$ cat src/rtl/csrnap_pkg.sv
package csrnap_pkg;

  // Width of a resolved register address.
  localparam int ADDR_BITS = 12;
  // Number of slots in the name table; the last slot is empty.
  localparam int NAME_COUNT = 33;
  // Storage per name, terminator included.
  localparam int NAME_SLOT = 11;
  // Length of the performance counter prefix.
  localparam int PREFIX_LEN = 11;
  // Widest value that the decimal counter index holds.
  localparam int CNT_MAX = 63;
  localparam int CNT_LOW = 3;
  localparam int CNT_HIGH = 31;

  localparam logic [ADDR_BITS-1:0] CNT_BASE_LO = 12'hB00;
  localparam logic [ADDR_BITS-1:0] CNT_BASE_HI = 12'hB80;

  // Characters that steer the parse.
  localparam logic [7:0] CHAR_ZERO = "0";
  localparam logic [7:0] CHAR_NINE = "9";
  localparam logic [7:0] CHAR_LX = "x";
  localparam logic [7:0] CHAR_UX = "X";
  localparam logic [7:0] CHAR_LA = "a";
  localparam logic [7:0] CHAR_LF = "f";
  localparam logic [7:0] CHAR_UA = "A";
  localparam logic [7:0] CHAR_UF = "F";
  localparam logic [7:0] CHAR_LH = "h";

  // Parse state for the name being received.
  typedef enum logic [1:0] {
    MODE_OPEN = 2'd0,
    MODE_HEX  = 2'd1,
    MODE_CNT  = 2'd2,
    MODE_TAB  = 2'd3
  } parse_mode_e;

  // Name table: the text right-justified, its length and its address.
  localparam logic [79:0] NAME_TEXT [NAME_COUNT] = '{
    "fflags", "frm", "fcsr",
    "cycle", "time", "instret",
    "cycleh", "timeh", "instreth",
    "mvendorid", "marchid", "mimpid",
    "mhartid",
    "mstatus", "misa", "medeleg",
    "mideleg", "mie", "mtvec",
    "mcounteren", "mscratch", "mepc",
    "mcause", "mtval", "mip",
    "mcycle", "minstret",
    "mcycleh", "minstreth",
    "pmpcfg0", "pmpaddr0",
    "satp",
    80'd0
  };

  localparam logic [3:0] NAME_LEN [NAME_COUNT] = '{
    4'd6, 4'd3, 4'd4,
    4'd5, 4'd4, 4'd7,
    4'd6, 4'd5, 4'd8,
    4'd9, 4'd7, 4'd6,
    4'd7,
    4'd7, 4'd4, 4'd7,
    4'd7, 4'd3, 4'd5,
    4'd10, 4'd8, 4'd4,
    4'd6, 4'd5, 4'd3,
    4'd6, 4'd8,
    4'd7, 4'd9,
    4'd7, 4'd8,
    4'd4,
    4'd0
  };

  localparam logic [ADDR_BITS-1:0] NAME_ADDR [NAME_COUNT] = '{
    12'h001, 12'h002, 12'h003,
    12'hC00, 12'hC01, 12'hC02,
    12'hC80, 12'hC81, 12'hC82,
    12'hF11, 12'hF12, 12'hF13,
    12'hF14,
    12'h300, 12'h301, 12'h302,
    12'h303, 12'h304, 12'h305,
    12'h306, 12'h340, 12'h341,
    12'h342, 12'h343, 12'h344,
    12'hB00, 12'hB02,
    12'hB80, 12'hB82,
    12'h3A0, 12'h3B0,
    12'h180,
    12'h000
  };

  localparam logic [87:0] PREFIX_TEXT = "mhpmcounter";

  // Character at position pos of table entry idx; zero past its end.
  function automatic logic [7:0] name_char(input int unsigned idx, input logic [3:0] pos);
    int unsigned len;
    int unsigned sh;
    len = int'(NAME_LEN[idx]);
    sh = 0;
    if (int'(pos) < len) begin
      sh = 8 * (len - 1 - int'(pos));
      return NAME_TEXT[idx][sh +: 8];
    end
    return 8'd0;
  endfunction

  // Character at position pos of the counter prefix.
  function automatic logic [7:0] prefix_char(input logic [3:0] pos);
    int unsigned sh;
    sh = 0;
    if (int'(pos) < PREFIX_LEN) begin
      sh = 8 * (PREFIX_LEN - 1 - int'(pos));
      return PREFIX_TEXT[sh +: 8];
    end
    return 8'd0;
  endfunction

endpackage

$ cat src/rtl/csr_name_to_address_parser.sv
// Register name decoder: one character word per cycle while in_stall_o is low,
// one result word per name. The result is registered and appears in the cycle
// after the last character is accepted. The name table is compared in parallel
// and the state registers take each character in the cycle it arrives.
// Reset: asynchronous and active low; it clears the parse state and the result
// register, ready for the first character of a name.
module csr_name_to_address_parser (
  input  logic                               clk_i,
  input  logic                               rst_ni,
  input  logic                               in_valid_i,
  output logic                               in_stall_o,
  input  logic [7:0]                         character_i,
  input  logic                               last_char_i,
  output logic                               out_valid_o,
  input  logic                               out_stall_i,
  output logic [csrnap_pkg::ADDR_BITS-1:0]   csr_address_o,
  output logic                               found_o
);
  import csrnap_pkg::*;

  logic [3:0]            pos_q, pos_d;
  parse_mode_e           mode_q, mode_d;
  logic [ADDR_BITS-1:0]  hex_q, hex_d;
  logic                  ovf_q, ovf_d;
  logic [5:0]            cnt_q, cnt_d;
  logic                  hsuf_q, hsuf_d;
  logic                  err_q, err_d;
  logic [NAME_COUNT-1:0] mask_q, mask_d;
  logic [NAME_COUNT-1:0] keep;

  logic                  out_valid_q;
  logic [ADDR_BITS-1:0]  addr_q, addr_d;
  logic                  found_q, found_d;

  logic                  in_acc;
  logic                  is_dec;
  logic                  hex_ok;
  logic [3:0]            hex_nib;
  logic [9:0]            cnt_sum;

  // A new word is held off only while a finished result is stalled.
  assign in_stall_o = out_valid_q & out_stall_i;
  assign in_acc = in_valid_i & ~in_stall_o;

  // Classify the incoming character as a decimal or hexadecimal digit.
  always_comb begin
    is_dec = (character_i >= CHAR_ZERO) && (character_i <= CHAR_NINE);
    hex_ok = 1'b1;
    hex_nib = 4'd0;
    if (is_dec) begin
      hex_nib = 4'(character_i - CHAR_ZERO);
    end else if ((character_i >= CHAR_LA) && (character_i <= CHAR_LF)) begin
      hex_nib = 4'(character_i - CHAR_LA + 8'd10);
    end else if ((character_i >= CHAR_UA) && (character_i <= CHAR_UF)) begin
      hex_nib = 4'(character_i - CHAR_UA + 8'd10);
    end else begin
      hex_ok = 1'b0;
    end
    cnt_sum = 10'(cnt_q) * 10'd10 + 10'(hex_nib);
  end

  // Table entries that still agree with the name after this character.
  always_comb begin
    for (int k = 0; k < NAME_COUNT; k++) begin
      keep[k] = (int'(pos_q) < NAME_SLOT - 1) && (name_char(k, pos_q) != 8'd0) &&
                (name_char(k, pos_q) == character_i);
    end
  end

  // Parse step and result on the last character.
  always_comb begin
    pos_d = pos_q;
    mode_d = mode_q;
    hex_d = hex_q;
    ovf_d = ovf_q;
    cnt_d = cnt_q;
    hsuf_d = hsuf_q;
    err_d = err_q;
    mask_d = mask_q;
    addr_d = addr_q;
    found_d = found_q;
    if (in_acc) begin
      case (mode_q)
        MODE_OPEN: begin
          if ((pos_q == 4'd0) && (character_i == CHAR_ZERO)) begin
            mode_d = MODE_HEX;
          end else begin
            mask_d = mask_q & keep;
            if ((int'(pos_q) < PREFIX_LEN) && (character_i == prefix_char(pos_q))) begin
              if (int'(pos_q) == PREFIX_LEN - 1) begin
                mode_d = MODE_CNT;
              end
            end else begin
              mode_d = MODE_TAB;
            end
          end
        end
        MODE_HEX: begin
          if (pos_q == 4'd1) begin
            if ((character_i != CHAR_LX) && (character_i != CHAR_UX)) begin
              err_d = 1'b1;
            end
          end else if (!hex_ok) begin
            err_d = 1'b1;
          end else begin
            if (hex_q[ADDR_BITS-1 -: 4] != 4'd0) begin
              ovf_d = 1'b1;
            end
            hex_d = {hex_q[ADDR_BITS-5:0], hex_nib};
          end
        end
        MODE_CNT: begin
          if (hsuf_q) begin
            err_d = 1'b1;
          end else if (is_dec) begin
            cnt_d = (cnt_sum > 10'(CNT_MAX)) ? 6'(CNT_MAX) : cnt_sum[5:0];
          end else if (character_i == CHAR_LH) begin
            hsuf_d = 1'b1;
          end else begin
            err_d = 1'b1;
          end
        end
        default: begin
          mask_d = mask_q & keep;
        end
      endcase

      if (!last_char_i) begin
        if (pos_q != 4'hF) begin
          pos_d = pos_q + 4'd1;
        end
      end else begin
        addr_d = '0;
        found_d = 1'b0;
        if (mode_d == MODE_HEX) begin
          if ((pos_q != 4'd0) && !err_d && !ovf_d) begin
            found_d = 1'b1;
            addr_d = hex_d;
          end
        end else if (mode_d == MODE_CNT) begin
          if (!err_d && (int'(cnt_d) >= CNT_LOW) && (int'(cnt_d) <= CNT_HIGH)) begin
            found_d = 1'b1;
            addr_d = (hsuf_d ? CNT_BASE_HI : CNT_BASE_LO) + ADDR_BITS'(cnt_d);
          end
        end else if (int'(pos_q) + 1 < NAME_SLOT) begin
          // Lowest matching slot wins, so scan from the top down.
          for (int k = NAME_COUNT - 1; k >= 0; k--) begin
            if (mask_d[k] && (NAME_LEN[k] == pos_q + 4'd1)) begin
              found_d = 1'b1;
              addr_d = NAME_ADDR[k];
            end
          end
        end
        // Clear the parse state for the next name.
        pos_d = 4'd0;
        mode_d = MODE_OPEN;
        hex_d = '0;
        ovf_d = 1'b0;
        cnt_d = 6'd0;
        hsuf_d = 1'b0;
        err_d = 1'b0;
        mask_d = '1;
      end
    end
  end

  // Parse state registers.
  always_ff @(posedge clk_i or negedge rst_ni) begin
    if (!rst_ni) begin
      pos_q <= 4'd0;
      mode_q <= MODE_OPEN;
      hex_q <= '0;
      ovf_q <= 1'b0;
      cnt_q <= 6'd0;
      hsuf_q <= 1'b0;
      err_q <= 1'b0;
      mask_q <= '1;
    end else begin
      pos_q <= pos_d;
      mode_q <= mode_d;
      hex_q <= hex_d;
      ovf_q <= ovf_d;
      cnt_q <= cnt_d;
      hsuf_q <= hsuf_d;
      err_q <= err_d;
      mask_q <= mask_d;
    end
  end

  // Result register; it empties when the downstream side takes the word.
  always_ff @(posedge clk_i or negedge rst_ni) begin
    if (!rst_ni) begin
      out_valid_q <= 1'b0;
    end else if (in_acc && last_char_i) begin
      out_valid_q <= 1'b1;
    end else if (!out_stall_i) begin
      out_valid_q <= 1'b0;
    end
  end

  always_ff @(posedge clk_i or negedge rst_ni) begin
    if (!rst_ni) begin
      addr_q <= '0;
      found_q <= 1'b0;
    end else begin
      addr_q <= addr_d;
      found_q <= found_d;
    end
  end

  assign out_valid_o = out_valid_q;
  assign csr_address_o = addr_q;
  assign found_o = found_q;

endmodule
$ cat config.mk
export PLATFORM = sky130hd
export DESIGN_NAME = csr_name_to_address_parser
export DESIGN_NICKNAME = d
export VERILOG_FILES = /design/src/rtl/csrnap_pkg.sv /design/src/rtl/csr_name_to_address_parser.sv
export SDC_FILE = /design/constraint.sdc
export NUM_CORES = 1
export LEC_CHECK = 0
export BUFFER_PORTS_ARGS = -buffer_cell sky130_fd_sc_hd__buf_2
export CAP_MARGIN = 10
export CORE_UTILIZATION = 50
export DETAILED_ROUTE_END_ITERATION = 8
export PLACE_DENSITY_LB_ADDON = 0.3
export SYNTH_ARGS = -nofsm -noshare
export SYNTH_HDL_FRONTEND = slang
export SYNTH_SLANG_ARGS = --single-unit
$ cat constraint.sdc
create_clock -name clk_i -period 9.3 [get_ports clk_i]
set_clock_uncertainty 0.1 [all_clocks]
set_input_delay 0.93 -clock clk_i [delete_from_list [all_inputs] [get_ports clk_i]]
set_output_delay 0.93 -clock clk_i [all_outputs]
set_load 0.05 [all_outputs]
# [Word-level counts from Yosys, hierarchy flattened]
# Cells that the tools add are included.
[word_totals] register_bits=74 input_bits=13 out_inout_bits=15 word_cells=499
[classes] add_sub_neg=18 n_mul=1 order_cmp=20 n_eq_ne=53 shift=33 n_mux=208 bitwise=4 reduce_logical=151
[ops] cell="$shiftx 80x33->8 const A" count=32
[ops] cell="$mux 8" count=70
[ops] cell="$mux 12" count=40
[ops] cell="$eq 8x8->1" count=33
[ops] cell="$reduce_bool 8->1" count=32
[ops] cell="$logic_and 1x1->1" count=108
[ops] cell="$mux 33" count=3
[ops] cell="$shiftx 88x33->8 const A" count=1
[ops] cell="$mux 1" count=75
[ops] cell="$pmux 33 s2" count=1
[ops] cell="$mux 6" count=6
[ops] cell="$and 33x32->33" count=1
[ops] cell="$lt 4x4->1 const B" count=5
[ops] cell="$mux 4" count=5
[ops] cell="$sub 3x4->5 const A" count=4
[ops] cell="$eq 3x4->1 const A" count=4
[ops] cell="$ge 8x7->1 const B" count=2
[ops] cell="$le 8x7->1 const B" count=2
[ops] cell="$lt 4x3->1 const B" count=4
[ops] cell="$ne 8x7->1 const B" count=2
[ops] cell="$sub 4x4->5 const A" count=3
[ops] cell="$add 12x6->12" count=1
[ops] cell="$eq 4x4->1 const A" count=3
[ops] cell="$mux 2" count=6
[ops] cell="other kinds (34)" count=45

# [Logic depth before layout (Yosys ltp)]
[depth] ltp_word=48 mapped_depth=23 depth_no_buf=20

# [Worst setup path before layout]
# Ideal clock, no wire load.
[synth_path] path_type="input to register" from="input character_i[1]" to="register addr_q[4], in the netlist csr_address_o[4]" setup_ps=67 t_arrival_ps=5450 t_required_ps=9133 setup_slack_ps=3682 cell_stages=21 cell_sequence="clkbuf_1 clkinv_1 clkbuf_1 ha_1 o21bai_1 a21oi_2 nand2b_1 xnor2_1 nor2_1 ha_1 a211oi_1 nor4b_1 mux2_2 nand4_1 a21boi_0 o221ai_1 or4b_1 buf_2 o32a_1 nor2_1 a221o_1"
[synth_between] elab_chain_len=41 word_cells_on_any_way=198 cone_classes="7 x add/sub; 9 x order compare; 38 x eq/ne; 69 x mux; 1 x bitwise; 74 x reduce/logical"
[synth_rtl] item="start, declared" line_no="csr_name_to_address_parser.sv:12" text="input logic [7:0] character_i,"
[synth_rtl] item="$eq 8x8->1" line_no="csr_name_to_address_parser.sv:66" text="(name_char(k, pos_q) == character_i);"
[synth_rtl] item="$logic_and 1x1->1" line_no="csr_name_to_address_parser.sv:65" text="keep[k] = (int'(pos_q) < NAME_SLOT - 1) && (name_char(k, pos_q) != 8'd0) &&"
[synth_rtl] item="$and 33x32->33" line_no="csr_name_to_address_parser.sv:88, csr_name_to_address_parser.sv:124"
[synth_rtl] item="$mux 33" line_no="csr_name_to_address_parser.sv:85" text="if ((pos_q == 4'd0) && (character_i == CHAR_ZERO)) begin"
[synth_rtl] item="$pmux 33 s2" line_no="csr_name_to_address_parser.sv:83" text="case (mode_q)"
[synth_rtl] item="$mux 33" line_no="csr_name_to_address_parser.sv:82" text="if (in_acc) begin"
[synth_rtl] item="$logic_and 1x1->1" line_no="csr_name_to_address_parser.sv:148" text="if (mask_d[k] && (NAME_LEN[k] == pos_q + 4'd1)) begin"
[synth_rtl] item="$mux 12 (31 in series)" line_no="csr_name_to_address_parser.sv:148"
[synth_rtl] item="$mux 12" line_no="csr_name_to_address_parser.sv:145" text="end else if (int'(pos_q) + 1 < NAME_SLOT) begin"
[synth_rtl] item="$mux 12" line_no="csr_name_to_address_parser.sv:140" text="end else if (mode_d == MODE_CNT) begin"
[synth_rtl] item="$mux 12 (*)" line_no="csr_name_to_address_parser.sv:135" text="if (mode_d == MODE_HEX) begin"
[synth_rtl] item="end signal, assigned" line_no="csr_name_to_address_parser.sv:206" text="addr_q <= addr_d;"
[synth_rtl] item="end, declared" line_no="csr_name_to_address_parser.sv:32" text="logic [ADDR_BITS-1:0] addr_q, addr_d;"
# Mark *: on every way between the ends. The rest lies on a longest branch, timed or not. The select of a mux whose other input is x is not followed.
# A chain may end at the register's enable or synchronous reset.

# [Final worst setup path]
# Ends and elaborated chain as after synthesis.

==> metrics.md <==
| Metric | Value |
|---|---|
| Status | `finished, final reports clean` |
| Startpoint type of the worst setup path | `input pin` |
| Peak VDD IR | `0.0963 mV` |
| P_int | `1.09 mW` |
| Synth Cell Area | `10800 sq um` |
| Most frequent cells in the layout | `nand2_1, o21ai_0, nor2_1, a21oi_1` |
| Sw Pwr | `1.12 mW` |
| Arrival @ worst endpoint | `6110 ps` |
| P&R area growth vs syn | `3.64%` |
| Row Count | `53` |
| Predominant post-synthesis flop cell | `dfrtp_1` |
| Filler Cell Count | `2032` |
| Crit Path Category | `input pin to flop` |
| Syn_area_per_cell | `7.38 sq um` |
| Ant diodes | `0` |
| Part of the power in combinational logic | `61.5%` |
| Gr ovfl total | `0` |
| Core area | `21100 sq um` |
| Required time worst endpoint | `9480 ps` |
| DRC viols | `0` |
| Share of cells above drive strength 1 | `12.2%` |
| Hold Path Class | `flop to flop` |
| MaxCap Viol Count | `0` |
| Cell area after layout | `11200 sq um` |
| Final Critical Period | `5930 ps` |
| Switch share | `50.7%` |
| Mapped Cells | `1467` |
| Worst-Skew Late Latency | `340 ps` |
| Max stage delay on crit path | `720 ps` |
| Leakage Power | `4.26 nW` |
| WL/cell | `24.7 um` |
| TritonCTS Buffers | `9` |
| Routability congestion estimate | `1.02` |
| Synthesis-stage register bit count | `74` |
| Die width | `149 um` |
| Worst-margin pin slew | `1100 ps` |
| Slew Limit Fails | `0` |
| First-pass GRT wire length | `65200 um` |
| Cell Count, Final, Fillers Out | `1689` |
| CP cell instances | `buf_2 -> buf_4 -> clkinv_1 -> ha_1 -> o21bai_1 -> a21oi_2 -> nand2b_1 -> xnor2_1 -> nor2_1 -> ha_1 -> a211oi_1 -> nor4b_1 -> mux2_2 -> nand4_1 -> a21boi_0 -> o221ai_1 -> or4b_1 -> o32a_1 -> nor2_1 -> a221o_1` |
| Die Y | `149 um` |
| Post-synth top area share | `9.48%` |
| EDFF count, synth | `0` |
| Netlist cell types | `112` |
| 1st-iter DRT viols | `1909` |
| Power per Cell Area | `196 nW/um^2` |
| Post-CTS sizing | `0` |
| Synth warnings | `0` |
| CP delay by family, top | `simple AND/OR/NAND/NOR gates` |
| Reg clk slew, reported paths | `60 ps` |
| RSZ-0062 raised after global routing | `false` |
| Dpl cells | `1673` |
| DRT Pass-1 Iters | `7` |
| Sequential fraction of the synthesis area | `17.5%` |
| # hold bufs at CTS | `0` |
| H-tree lvl count | `3` |
| IO Pins | `28` |
| Post-Route WL | `41700 um` |
| CP Capture Type | `flop` |
| Root buf cell | `clkbuf_16` |
| Post-route ant nets | `0` |
| Setup TNS | `0 ps` |
| Slowest cell on the critical path | `or4b_1` |
| Post-CTS setup buffers | `0` |
| Port Buffers | `27` |
| Reg power frac | `22.1%` |
| Vias | `12200` |
| Fin. Hold Viols | `0` |
| Die footprint | `22200 sq um` |
| Most common cell after layout, fill and taps aside | `nand2_1` |
| Number of global-route vias before repair | `11300` |
| Post-Syn Nets | `1520` |
| Largest net degree at the start of global routing | `75` |
| Fin Hold WS | `357 ps` |
| F_max | `169 MHz` |
| Clock power share | `16.4%` |
| Fin nets | `1462` |
| Vias per cell | `7.21` |
| GRT Total Usage | `37.8%` |
| Max transition margin | `26.4%` |
| Synth top area cells | `dfrtp_1, dfstp_2, o21ai_0, nand2_1, xnor2_1` |
| Top fanout value on the critical path | `47` |
| Final Setup Violations | `0` |
| CTS tree | `done` |
| Post-placement cell area | `10900 sq um` |
| CTS Sinks | `74` |
| Initial antenna violation count | `0` |
| Buf/Inv on CP | `3` |
| Clock Tree Buf Depth | `2` |
| Final Total Pwr | `2.20 mW` |
| Part of the cycle the worst path needs | `63.8%` |
| DPL Wire Length | `28600 um` |
| Initial Util | `51.3%` |
| Largest area contributor in the netlist | `dfrtp_1` |
| Synth async-reset ratio | `100%` |
-- cells in the mapped netlist (14+ instances only) --
library cell / instances
a211oi_1: 22
a21o_1: 22
a21oi_1: 83
a22oi_1: 14
a31oi_1: 22
and3_1: 15
buf_2: 35
clkbuf_1: 68
dfrtp_1: 41
dfstp_2: 33
ha_1: 38
inv_1: 28
mux2i_1: 20
nand2_1: 157
nand2b_1: 34
nand3_1: 57
nand4_1: 35
nor2_1: 98
nor2b_1: 24
nor3_1: 50
nor4_1: 17
o2111ai_1: 14
o211ai_1: 22
o21ai_0: 124
o22ai_1: 21
xnor2_1: 57
-- layout make-up --
| cell class | instances | area [sq um] | area share, % |
|---|---|---|---|
| Clock inverter | 5 | 62.6 | 0.558 |
| Clock buffer | 11 | 243 | 2.16 |
| Timing Repair Buffer | 60 | 385 | 3.44 |
| Tap cell | 275 | 344 | 3.07 |
| Multi-Input combinational cell | 1228 | 8150 | 72.6 |
| Inverter | 36 | 135 | 1.20 |
| Sequential cell | 74 | 1900 | 16.9 |
-- routing by layer --
metal  part of all wire, %  up-vias  track usage, %
met5                     0        -               0
li1                      -     5438               -
met1                    40     5748            50.4
met2                    41      819            54.1
met3                    12      167            8.75
met4                   6.7        0            24.6
-- worst reg2reg max path, delay by kind of cell (launching register included) --
family                     cells  cell delay (ps)
AOI/OAI and AO/OA              5             1720
and+or+nand+nor                5              960
DFF                            1              360
adders and majority gates      1             1160
buffers and inverters          2             1050
-- sequential cells by signal, summed over array words and instances, names as in the netlist --
register       cells
mask_q            33
hex_q             12
csr_address_o     12
err_q              1
out_valid_o        1
pos_q              4
ovf_q              1
mode_q             2
found_o            1
cnt_q              6
hsuf_q             1
-- final timing paths --
path / start / endpoint / slack, ps / cells after the start
setup / recovery: character_i[1] / csr_address_o[4] / 3370 / 20
hold reg to reg: mask_q[29] / mask_q[29] / 360 / 2
hold / removal: mask_q[29] / mask_q[29] / 360 / 2
max in group asynchronous: rst_ni / pos_q[0] / 7750 / 1
min in group asynchronous: rst_ni / hex_q[3] / 630 / 1
setup reg to reg: pos_q[1] / found_o / 3850 / 13
-- power groups by stage --
| stage | Sequential (mW) | Combinational, mW | Clock, mW |
|---|---|---|---|
| floorplan | 0.505 | 0.965 | 0 |
| global placement | 0.488 | 1.29 | 0 |
| finish | 0.487 | 1.35 | 0.362 |
| CTS | 0.485 | 1.31 | 0.364 |
| global route | 0.496 | 1.45 | 0.374 |
| detailed placement | 0.489 | 1.30 | 0 |
-- logic make-up (layout without fill, tap and decap cells) --
family,Yosys count,after routing,synth area share (%)
adders and majority gates,40,40,4.76
muxes,26,26,2.47
AOI/OAI and AO/OA,514,514,33.6
xor gates and xnor gates,72,72,6.31
DFF,74,74,17.5
buffers and inverters,165,112,7.31
and+or+nand+nor,576,576,28.1
-- stage by stage --
stage	setup WS [ps]	utilization, %
final	3370	53.2
after detailed placement	3110	51.7
after floorplan	3680	-
after CTS	3470	53.2
after global placement	3300	51.7
after global routing	3070	53.2
(Power assumes the default switching activity.)
